**src/design/mbrc_ram.sv**
```systemverilog
// Generic single-port RAM with registered read data.
// No dependencies; used for the frame store of the checker.
`default_nettype none
module mbrc_ram #(
   parameter int WIDTH = 8,
   parameter int DEPTH = 64
) (
   input  wire logic                     clock,
   input  wire logic                     we,
   input  wire logic [$clog2(DEPTH)-1:0] addr,
   input  wire logic [WIDTH-1:0]         wdata,
   output logic      [WIDTH-1:0]         rdata
);

   logic [WIDTH-1:0] mem_ff [DEPTH];
   logic [WIDTH-1:0] rdata_ff;

   always_ff @(posedge clock) begin
      if (we) begin
         mem_ff[addr] <= wdata;
      end
      rdata_ff <= mem_ff[addr];
   end

   assign rdata = rdata_ff;

endmodule
`default_nettype wire

```
**config.mk**
```make
export PLATFORM = sky130hd
export DESIGN_NAME = mbrc_ram
export DESIGN_NICKNAME = d
export VERILOG_FILES = /design/src/design/mbrc_ram.sv
export SDC_FILE = /design/constraint.sdc
export NUM_CORES = 1
export LEC_CHECK = 0
export BUFFER_PORTS_ARGS = -buffer_cell sky130_fd_sc_hd__buf_2
export CAP_MARGIN = 20
export CORE_MARGIN = 5
export CORE_UTILIZATION = 45
export CTS_BUF_LIST = sky130_fd_sc_hd__clkbuf_4 sky130_fd_sc_hd__clkbuf_8
export DETAILED_ROUTE_END_ITERATION = 8
export SYNTH_ARGS = -nofsm -noshare
export SYNTH_HDL_FRONTEND = slang
export SYNTH_SLANG_ARGS = --single-unit
```
**constraint.sdc**
```tcl
create_clock -name clock -period 3.55 [get_ports clock]
set_input_delay 0.71 -clock clock [delete_from_list [all_inputs] [get_ports clock]]
set_output_delay 0.71 -clock clock [all_outputs]
set_load 0.01 [all_outputs]
```
Yosys cells after proc, flatten, opt, wreduce, memory -nomap -nowiden:

Memories as Yosys holds them, arrays and structs flattened. A register that Yosys moved wholly into a read port is not among the register bits.
Cells that the tools add are included.

* register bits after elaboration: 0
* memory bits (writable): 512
* bits of input ports: 16
* logic and storage cells: 3
* memories: 1

Memory list
* mem_ff: depth 64, bits a word 8, read ports 1, clocked after Yosys merged registers in 1, write ports 1, RTL line 15 `logic [WIDTH-1:0] mem_ff [DEPTH];`

* mux-type cells: 2

Operators by type and width (count)
* 1-bit two-way mux: 2

Logic depth before layout (Yosys ltp):

Gate-level depths: netlist of run 1.

* depth in word-level cells: 2
* mapped depth: 10
* depth with buffers taken out: 5

Worst setup path before layout of run 1:

No wires, ideal clock.

* kind: input to register
* start point: input port addr[1]
* end point: memory mem_ff[13][0], enable pin
* setup time: 370 ps
* arrival time: 2438 ps
* required time: 3180 ps
* slack: 741 ps
* stages: 7
* buffers on the path: 4
* cells stage by stage: buf_6 > buf_6 > nor2b_1 > clkbuf_1 > clkbuf_1 > nand3_1 > nor2_1

RTL lines
* from (decl): RTL line 10 `input wire logic [$clog2(DEPTH)-1:0] addr,`
* to (decl): RTL line 15

No word-level cell before the write port.

==> flow_results.org, run 1 <==
** Setup path
- Library cell contributing the largest single delay on the critical path :: or4b_1
- Peak fanout along the critical path :: 44
- STA puts the critical path data required time at around 4.1 ns.
- Critical path, cell by cell :: buf_4, buf_12, mux2_1, a221o_1, a22oi_1, o22ai_1, or4b_1
- Number of buffers and inverters on the critical path :: 2
- The worst setup path is launched from a primary input.
- Critical Setup Path Class :: in2reg
- Endpoint arrival time on the critical path :: ~3.2 ns
- Crit path capture type :: flop
- Cell type group with the largest total delay on the critical path :: buffers and inverters
- Highest cell delay on the worst timing path :: 0.53 ns

** Logic synthesis
- Summing the areas of all fa, ha and maj instances in the mapped netlist gives 0% of the synthesized area.
- By area, the combinational part of the netlist is dominated by multiplexers.
- Portion of netlist area occupied by mux cells :: 8.26%
- The synthesized design contains 520 register bits.
- When the netlist entered floorplanning its net count stood at 1187.
- A synthesized cell averages 17.5 µm².
- In the synthesized netlist, the number of instances is 1171.
- Synthesized-area fraction occupied by ao, oa, aoi and oai cells :: under 10%
- The synthesized netlist occupies a cell area of 20400 µm².
- During synthesis, Yosys emitted a total of 0 warnings.
- The synthesized netlist contains 56 unique library cells.
- The synthesized design contains 512 enable-type register cells.
- Primary flip-flop cell chosen by synthesis mapping :: edfxtp_1
- Summing the areas of all and, or, nand and nor instances in the mapped netlist gives approximately 5.7% of the synthesized area.
- Summing the areas of all xor and xnor instances in the mapped netlist gives 0% of the synthesized area.
- Sequential elements use 76.0% of the synthesized area.
- Synth async-reset ratio :: 0%
- Of the post-synthesis cell area, the dominant cell type holds between 70% and 80%.
- Summed over all instances, the cell type with the most area after synthesis is edfxtp_1.
- Area contributors post-synth :: edfxtp_1 (75%), mux4_2 (4.5%), mux2i_1 (3.1%)

** Clocking
- The clock reaches the later pin of the worst-skew pair after between 0.6 and 0.7 ns.
- Inserted Clock Buffers :: 83
- TritonCTS clock tree :: done
- CTS clock-pin slew for the worst setup and hold paths :: approximately 0.060 ns
- Post-CTS Setup Bufs :: 0
- The number of gates resized after CTS was 0.
- In this run, post-CTS hold repair placed 0 buffers.
- Sinks on Clock Net :: 520
- The H-tree was split into 3 levels.
- Counting along the longest clock path gives a buffer depth of 3.
- The tree is rooted in a clkbuf_8.

** Finish
- Synth-to-layout area growth :: 15.7%
- Final Cell Area :: about 24000 µm²
- The layout has 3689 filler cells.
- Area taken by multi-input logic gates :: 4510 µm²
- Antenna cell count :: 0
- After the last flow step, the layout net total stands at 1358.
- Area of all sequential standard cells :: 15500 µm²
- Most common library cell in the layout ignoring fill and taps :: edfxtp_1
- Leaving out fill and tap cells, the most frequent cells in the layout are edfxtp_1 (512), buf_4 (143), clkbuf_8 (87), nor2_1 (81), mux2i_1 (63).
- Cells with a size suffix above 1 make up 24.9% of the layout.
- Finished Layout Cells :: 2010

** Place
- After detailed placement, the total cell area comes to 22100 µm².
- Input/output buffers :: 23
- Estimated wirelength of the detail-placed design :: between 30000 and 40000 µm
- The number of placed instances, taps included, is 1857.
- Routability-driven placement congestion ratio :: 0.888

** Timing
- In the finished design, the share of the clock period the worst path needs comes to 75.1%.
- Setup TNS Final :: 0 ns
- Clock period minus worst slack :: 2.67 ns
- Clock skew on the completed layout was measured at 0.0328 ns.
- The final hold violation count is 0.
- At the pin with the least slew margin, the transition time is 0.988 ns.
- Setup violations remaining at the end of the flow were counted as 0.
- Setup repair after global routing left no endpoint under its margin.
- Max-slew violations :: 0
- For this run, the top clock speed supported by timing is 375 MHz.
- The worst pin sits at a relative slew slack of 33.9%.

** Global routing
- First-pass GRT wire length :: 78900 µm
- Entering global routing, the biggest net connects 65 pins.
- All-Layer GR Usage :: a little over a fifth
- The number of global-route vias before repair came to 11829.
- The number of antenna violations at the first check in global routing came to 1.
- The total overflow left after global routing is 0.

** Floorplanning
- Number of rows created at floorplan :: roughly 80
- Die outline width :: 223 µm
- Placeable core region :: 45200 µm²
- In this run the vertical extent of the chip is 223 µm.
- Number of placed I/O pins :: 24
- Effective utilization at floorplan :: between 40% and 50%
- Die Area :: 49800 µm²

** Routing
- Routed wire length per instance :: 26.8 µm
- For this run, design rule violations remaining after detail routing come to 0.
- In this run, the number of DRC markers left after iteration 0 of detailed routing was 1158.
- Across all layers, the routed design uses around 12000 vias.
- Antenna viol nets, final :: 0
- Via density per instance :: ~5.9
- For this run, the detailed router's first-pass iteration total came to 5.
- Routed wire length :: 53800 µm

** Flow run
- Max-cap violations in this run came to 0.

** Power
- The design draws 12.5 mW.
- Power spread over the standard cell area amounts to 530 nW/µm².
- IR drop worst, VDD :: just over 0.0003 V
- Summed over all cells, the static leakage comes to 7.89 nW.

** Hold path
- In this run the worst hold path is classified as in2reg.

** Status
- The flow ran to the end, and the final reports show no timing, DRC or antenna violations.
[path summary, 6_finish.rpt]
path	start	to	slack, ns	depth (start not counted)
worst max-delay path	addr[1]	rdata[5]	0.88	7
worst min-delay path	wdata[0]	mem_ff[50][0]	0.53	1
worst max register to register	mem_ff[2][7]	rdata[7]	1.25	5
worst min register to register	mem_ff[3][2]	rdata[2]	0.66	3
[flip-flops by register name (all words and copies together), names as in the netlist]
name,cells
mem_ff,512
rdata,8
[report_power, final]
group	internal, mW	switching [mW]
combinational	0.249	0.481
clock	2.63	2.34
sequential	6.80	0.0256
total	9.68	2.85
[metal layers]
layer / vias to the layer above / wire [µm] / global-route usage [%]
li1: 5112 / - / -
met1: 6078 / 21900 / 29.5
met2: 527 / 24900 / 32.8
met3: 127 / 4940 / 5.64
met4: 2 / 2080 / 8.64
met5: - / 9 / 0
[metrics by stage]
step,setup WS [ns],utilization (%),hold slack (ns)
floorplan,0.741,-,0.563
global placement,0.247,48.8,0.687
detailed placement,0.261,48.8,0.681
CTS,0.942,52.4,0.512
global route,0.766,52.4,0.538
finish,0.884,52.4,0.529
[synth_stat cells (9+ instances only)]
cell type,instances
a21oi_1,28
a221o_1,11
a221oi_1,21
a22o_1,10
a22oi_1,40
a31oi_1,15
and2_1,9
and3_1,9
buf_2,30
clkbuf_1,36
edfxtp_1,512
mux2i_1,63
mux4_2,41
nand2_1,45
nand2b_1,24
nand3b_1,12
nor2_1,82
o21ai_0,9
o221ai_1,9
o22a_1,11
o22ai_1,22
[area by class of cell]
type | instances | share of cell area, %
flip-flops and latches | 520 | 65.6
multi-input cells | 567 | 19.1
well taps | 600 | 3.17
inverters | 3 | 0.0476
repair buffers | 167 | 5.26
clock inverters | 39 | 0.878
clock buffers | 114 | 5.92
[cell families (layout without fill, tap and decap cells)]
group,Yosys count,count (layout)
compound gates,222,222
flops,520,520
mux,116,116
buf+inv,84,323
simple gates,229,229
Power figures use the tool's default switching activity.
==> run 2: changes to the inputs <==
--- a/config.mk
+++ b/config.mk
@@ -5,6 +5,7 @@
 export SDC_FILE = /design/constraint.sdc
 export NUM_CORES = 1
 export LEC_CHECK = 0
+export ABC_AREA = 1
 export BUFFER_PORTS_ARGS = -buffer_cell sky130_fd_sc_hd__buf_2
 export CAP_MARGIN = 20
 export CORE_MARGIN = 5
==> constraint.sdc (replaced) <==
create_clock -name clock -period 2.8 [get_ports clock]
set_input_delay 0.56 -clock clock [delete_from_list [all_inputs] [get_ports clock]]
set_output_delay 0.56 -clock clock [all_outputs]
set_load 0.01 [all_outputs]
==> flow_results.org, run 2 <==
** Setup path
- The kind of critical path is in2reg (unchanged).
- The worst endpoint required time came to 3.16 ns (was 4.07 ns).
- Library cell contributing the largest single delay on the critical path :: nand3_1 (was or4b_1)
- Worst setup path endpoint :: mem_ff[18][0] (was rdata[5])
- Crit path capture type :: flop (unchanged)
- The origin of the critical flop-to-flop path was mem_ff[42][5] (was mem_ff[2][7]).
- Peak fanout along the critical path :: 20 (was 44)
- The worst reg-to-reg path cell count was 10 (was 5).
- The launching element type of the critical path is a primary input (unchanged).
- Highest cell delay on the worst timing path :: 0.57 ns (was 0.53 ns)
- The launching element of the worst setup path is addr[1] (unchanged).
- The data arrival time of the worst path came to 2.31 ns (was 3.19 ns).
- The reg2reg setup slack is 1.29 ns (was 1.25 ns).
- Critical path, cell by cell: buf_4, inv_4, nor2_2, nand3_1, nor2_1, buf_4 (was buf_4, buf_12, mux2_1, a221o_1, a22oi_1, o22ai_1, or4b_1).
- The reg-to-reg endpoint was rdata[5] (was rdata[7]).
- Crit-path most repeated cell :: buf_4

** Finish
- Leading cell types in the layout, fill and taps excluded :: nand2_1 (1384), edfxtp_1 (512), buf_4 (101), clkbuf_8 (91), nor2_1 (87) (was edfxtp_1 (512), buf_4 (143), clkbuf_8 (87), nor2_1 (81), mux2i_1 (63))
- The post-synthesis to final-layout area growth is 13.4% (was 15.7%).
- Number of inserted filler cells in the final layout :: 4391 (was 3689)
- The register with the most flip-flops is mem_ff (unchanged).
- Fraction of layout cells with a size suffix above 1 :: 11.8% (was 24.9%)
- The register cell area after layout is 15500 µm² (unchanged).
- Layout Nets :: 2303 (was 1358)
- Most common library cell in the layout ignoring fill and taps :: nand2_1 (was edfxtp_1)
- The number of flip-flops in the largest register is 512 (unchanged).
- The area used by multi-input combinational logic is 5810 µm² (was 4510 µm²).

** Clocking
- TritonCTS clock tree :: done (unchanged)
- The number of buffers inserted during clock tree synthesis came to 85 (was 83).
- The clock transition time at the flip-flop clock pins of the worst setup and hold paths was 0.06 ns (about the same).
- The post-CTS setup repair buffer count is 0 (unchanged).
- The clock sink count was 520 (unchanged).
- The number of gates resized after CTS is 0 (unchanged).
- The count of hold buffers inserted by post-cts repair came to 0 (unchanged).
- Maximum number of buffers from clock root to sink :: 3 (unchanged)
- The buffer cell driving the clock tree root was clkbuf_8 (unchanged).
- H-Tree Level Count :: 3 (unchanged)
- The clock latency on the worst-skew pair was 0.67 ns (about the same).

** Routing
- The total wire length came to 55900 µm (was 53800 µm).
- The number of search-and-repair iterations in the first detailed-routing pass came to 6 (was 5).
- The number of design rule violations left after detail routing is 0 (unchanged).
- The via-per-instance ratio was 4.99 (was 5.89).
- Antenna viol nets, final :: 0 (unchanged)
- The total via count in the routed design is 15045 (was 11846).
- Drt initial violations :: 1249 (was 1158)
- Routed wire length per instance :: 18.5 µm (was 26.8 µm)

** Status
- Status: finished clean (unchanged).

** Global routing
- Initial antenna violation count :: 2 (was 1)
- All-Layer GR Usage :: 21.0% (was 21.4%)
- The wire length of the first global-routing pass is 86600 µm (was 78900 µm).
- GRT overflow :: 0 (unchanged)
- The pin count of the biggest net entering global routing is 92 (was 65).
- Number of global-route vias before repair :: 14790 (was 11829)

** Logic synthesis
- Mapped Avg Cell Area :: 10.2 µm² (was 17.5 µm²)
- Area contributors post-synth :: edfxtp_1 (70%), nand2_1 (24%), nor2_1 (1.5%) (was edfxtp_1 (75%), mux4_2 (4.5%), mux2i_1 (3.1%))
- Flip-flop and latch count after synthesis :: 520 (unchanged)
- Number of instances in the synthesized netlist :: 2167 (was 1171)
- The net count of the mapped netlist was 2183 (was 1187).
- The number of synthesis warnings is 0 (unchanged).
- Most common cell in the netlist :: nand2_1 (was edfxtp_1)
- The distinct cell type count of the synthesized netlist came to 22 (was 56).
- Primary flip-flop cell chosen by synthesis mapping :: edfxtp_1 (unchanged)
- The cell type contributing the most total cell area after synthesis is edfxtp_1 (unchanged).
- The area share of the leading cell type in the synthesized netlist is 69.7% (was 75.2%).
- Synth async-reset ratio :: 0% (unchanged)
- Ranking of synthesized cells by instance count :: nand2_1 (1384), edfxtp_1 (512), nor2_1 (87), buf_2 (52), inv_1 (25) (was edfxtp_1 (512), nor2_1 (82), mux2i_1 (63), nand2_1 (45), mux4_2 (41))
- The sequential fraction of the synthesis area was 70.5% (was 76.0%).
- Area of the mapped netlist :: 22000 µm² (was 20400 µm²)
- Number of flops mapped to enable cells by yosys :: 512 (unchanged)

** Timing
- The final number of setup-violating endpoints is 0 (unchanged).
- Worst clock skew :: 0.0301 ns (was 0.0328 ns)
- The clock period could shrink to 1.95 ns.
- The headroom to the max-slew limit came to 44.5% (was 33.9%).
- The setup TNS was 0 ns (unchanged).
- Final hold violation count :: 0 (unchanged)
- The final worst slack was 0.845 ns (was 0.884 ns).
- RSZ-0062 raised after global routing :: false (unchanged)
- Achievable Freq :: between 500 and 600 MHz
- The final critical path takes up 69.8% of the cycle.
- The max-slew violation total from the final report is 0 (unchanged).
- Slew at the pin closest to its max-slew limit :: 0.833 ns (was 0.988 ns)

** Floorplanning
- The full die area is 53500 µm² (was 49800 µm²).
- Die height :: 231 µm (was 223 µm)
- The area of the core region came to 48700 µm² (was 45200 µm²).
- The number of core rows was 81 (was 78).
- The top-level I/O count came to 24 (unchanged).
- The initial core utilization is 45.2% (was 45.3%).
- Die outline width :: 231 µm (was 223 µm)

** Power
- The power per cell area was 640 nW/µm² (was 530 nW/µm²).
- The worst-case vdd ir drop is 0.000354 V (was 0.000312 V).
- Portion of total power attributed to sequential cells :: 54.0% (was 54.5%)
- Share of power burned in combinational logic :: 6.5% (was 5.8%)
- Switching power :: 3.74 mW (was 2.85 mW)
- The switching power share of the total is 23.4% (was 22.7%).
- The clock power share was 39.5% (was 39.7%).
- The reported leakage power came to 10.6 nW (was 7.89 nW).
- The internal power is 12.3 mW (was 9.68 mW).

** Flow run
- The count of maximum capacitance violations is 0 (unchanged).

** Place
- The weighted congestion reported at the end of routability-driven placement was 0.845 (was 0.888).
- The count of buffers inserted at the top-level ports is 23 (unchanged).
- Post-placement setup slack :: 0.166 ns (was 0.261 ns)
- The estimated wirelength of the detail-placed design was 34000 µm (was 34400 µm).

** Hold path
- HP Class :: in2reg (unchanged)
- The cell depth of the worst min-delay path is 1 (unchanged).
[run 2: layout make-up]
type / count / share of cell area [%]
Sequential cell: 520 / 62.1
Timing Repair Buffer: 134 / 4.39
Clock inverter: 35 / 0.736
Inverter: 30 / 0.480
Multi-Input combinational cell: 1516 / 23.3
Tap cell: 664 / 3.32
Clock buffer: 114 / 5.67
Antenna cell: 1 / 0.0100
[run 2: metrics by stage]
step | total power, mW | hold slack (ns) | util [%] | instances | cell area, µm²
4_1_cts | 16.2 | 0.342 | 51.3 | 3013 | 25000
3_3_place_gp | 9.84 | 0.683 | 48.0 | 2864 | 23400
2_1_floorplan | 9.39 | 0.599 | - | 2167 | 22000
6_report | 16.0 | 0.362 | 51.3 | 3014 | 25000
3_5_place_dp | 9.85 | 0.679 | 48.0 | 2864 | 23400
5_1_grt | 16.6 | 0.336 | 51.3 | 3014 | 25000
[run 2: how the worst min path moves through the flow]
stage                   from             to  slack, ns
6_report            wdata[5]  mem_ff[55][5]       0.36
2_1_floorplan  mem_ff[31][6]       rdata[6]       0.60
5_1_grt             wdata[5]  mem_ff[45][5]       0.34
3_3_place_gp   mem_ff[20][6]       rdata[6]       0.68
3_5_place_dp   mem_ff[31][6]       rdata[6]       0.68
4_1_cts             wdata[5]  mem_ff[45][5]       0.34
[run 2: cell families after synthesis]
logic type | share of synthesized area (%)
compound gates | 0.329
simple gates | 26.0
flops | 70.5
buf+inv | 3.16
[run 2: power by group through the flow]
stage	sequential, mW	clock (mW)	combinational (mW)
floorplan	8.81	0	0.588
global placement	8.80	0	1.04
detailed placement	8.81	0	1.05
CTS	8.64	6.47	1.05
global route	8.64	6.82	1.17
finish	8.64	6.31	1.04
[run 2: critical path: cells and delay by family]
kind          cells  cell delay [ns]
simple gates      3             1.12
buf+inv           3             0.61
[run 2: layer usage]
metal  global-route usage [%]  routed length (µm)  up-vias
met4                     6.59                1550        2
met2                     33.2               26100      466
met1                     29.7               24800     7232
met3                     3.97                3480      104
li1                         -                   -     7241
met5                        0                  13        -
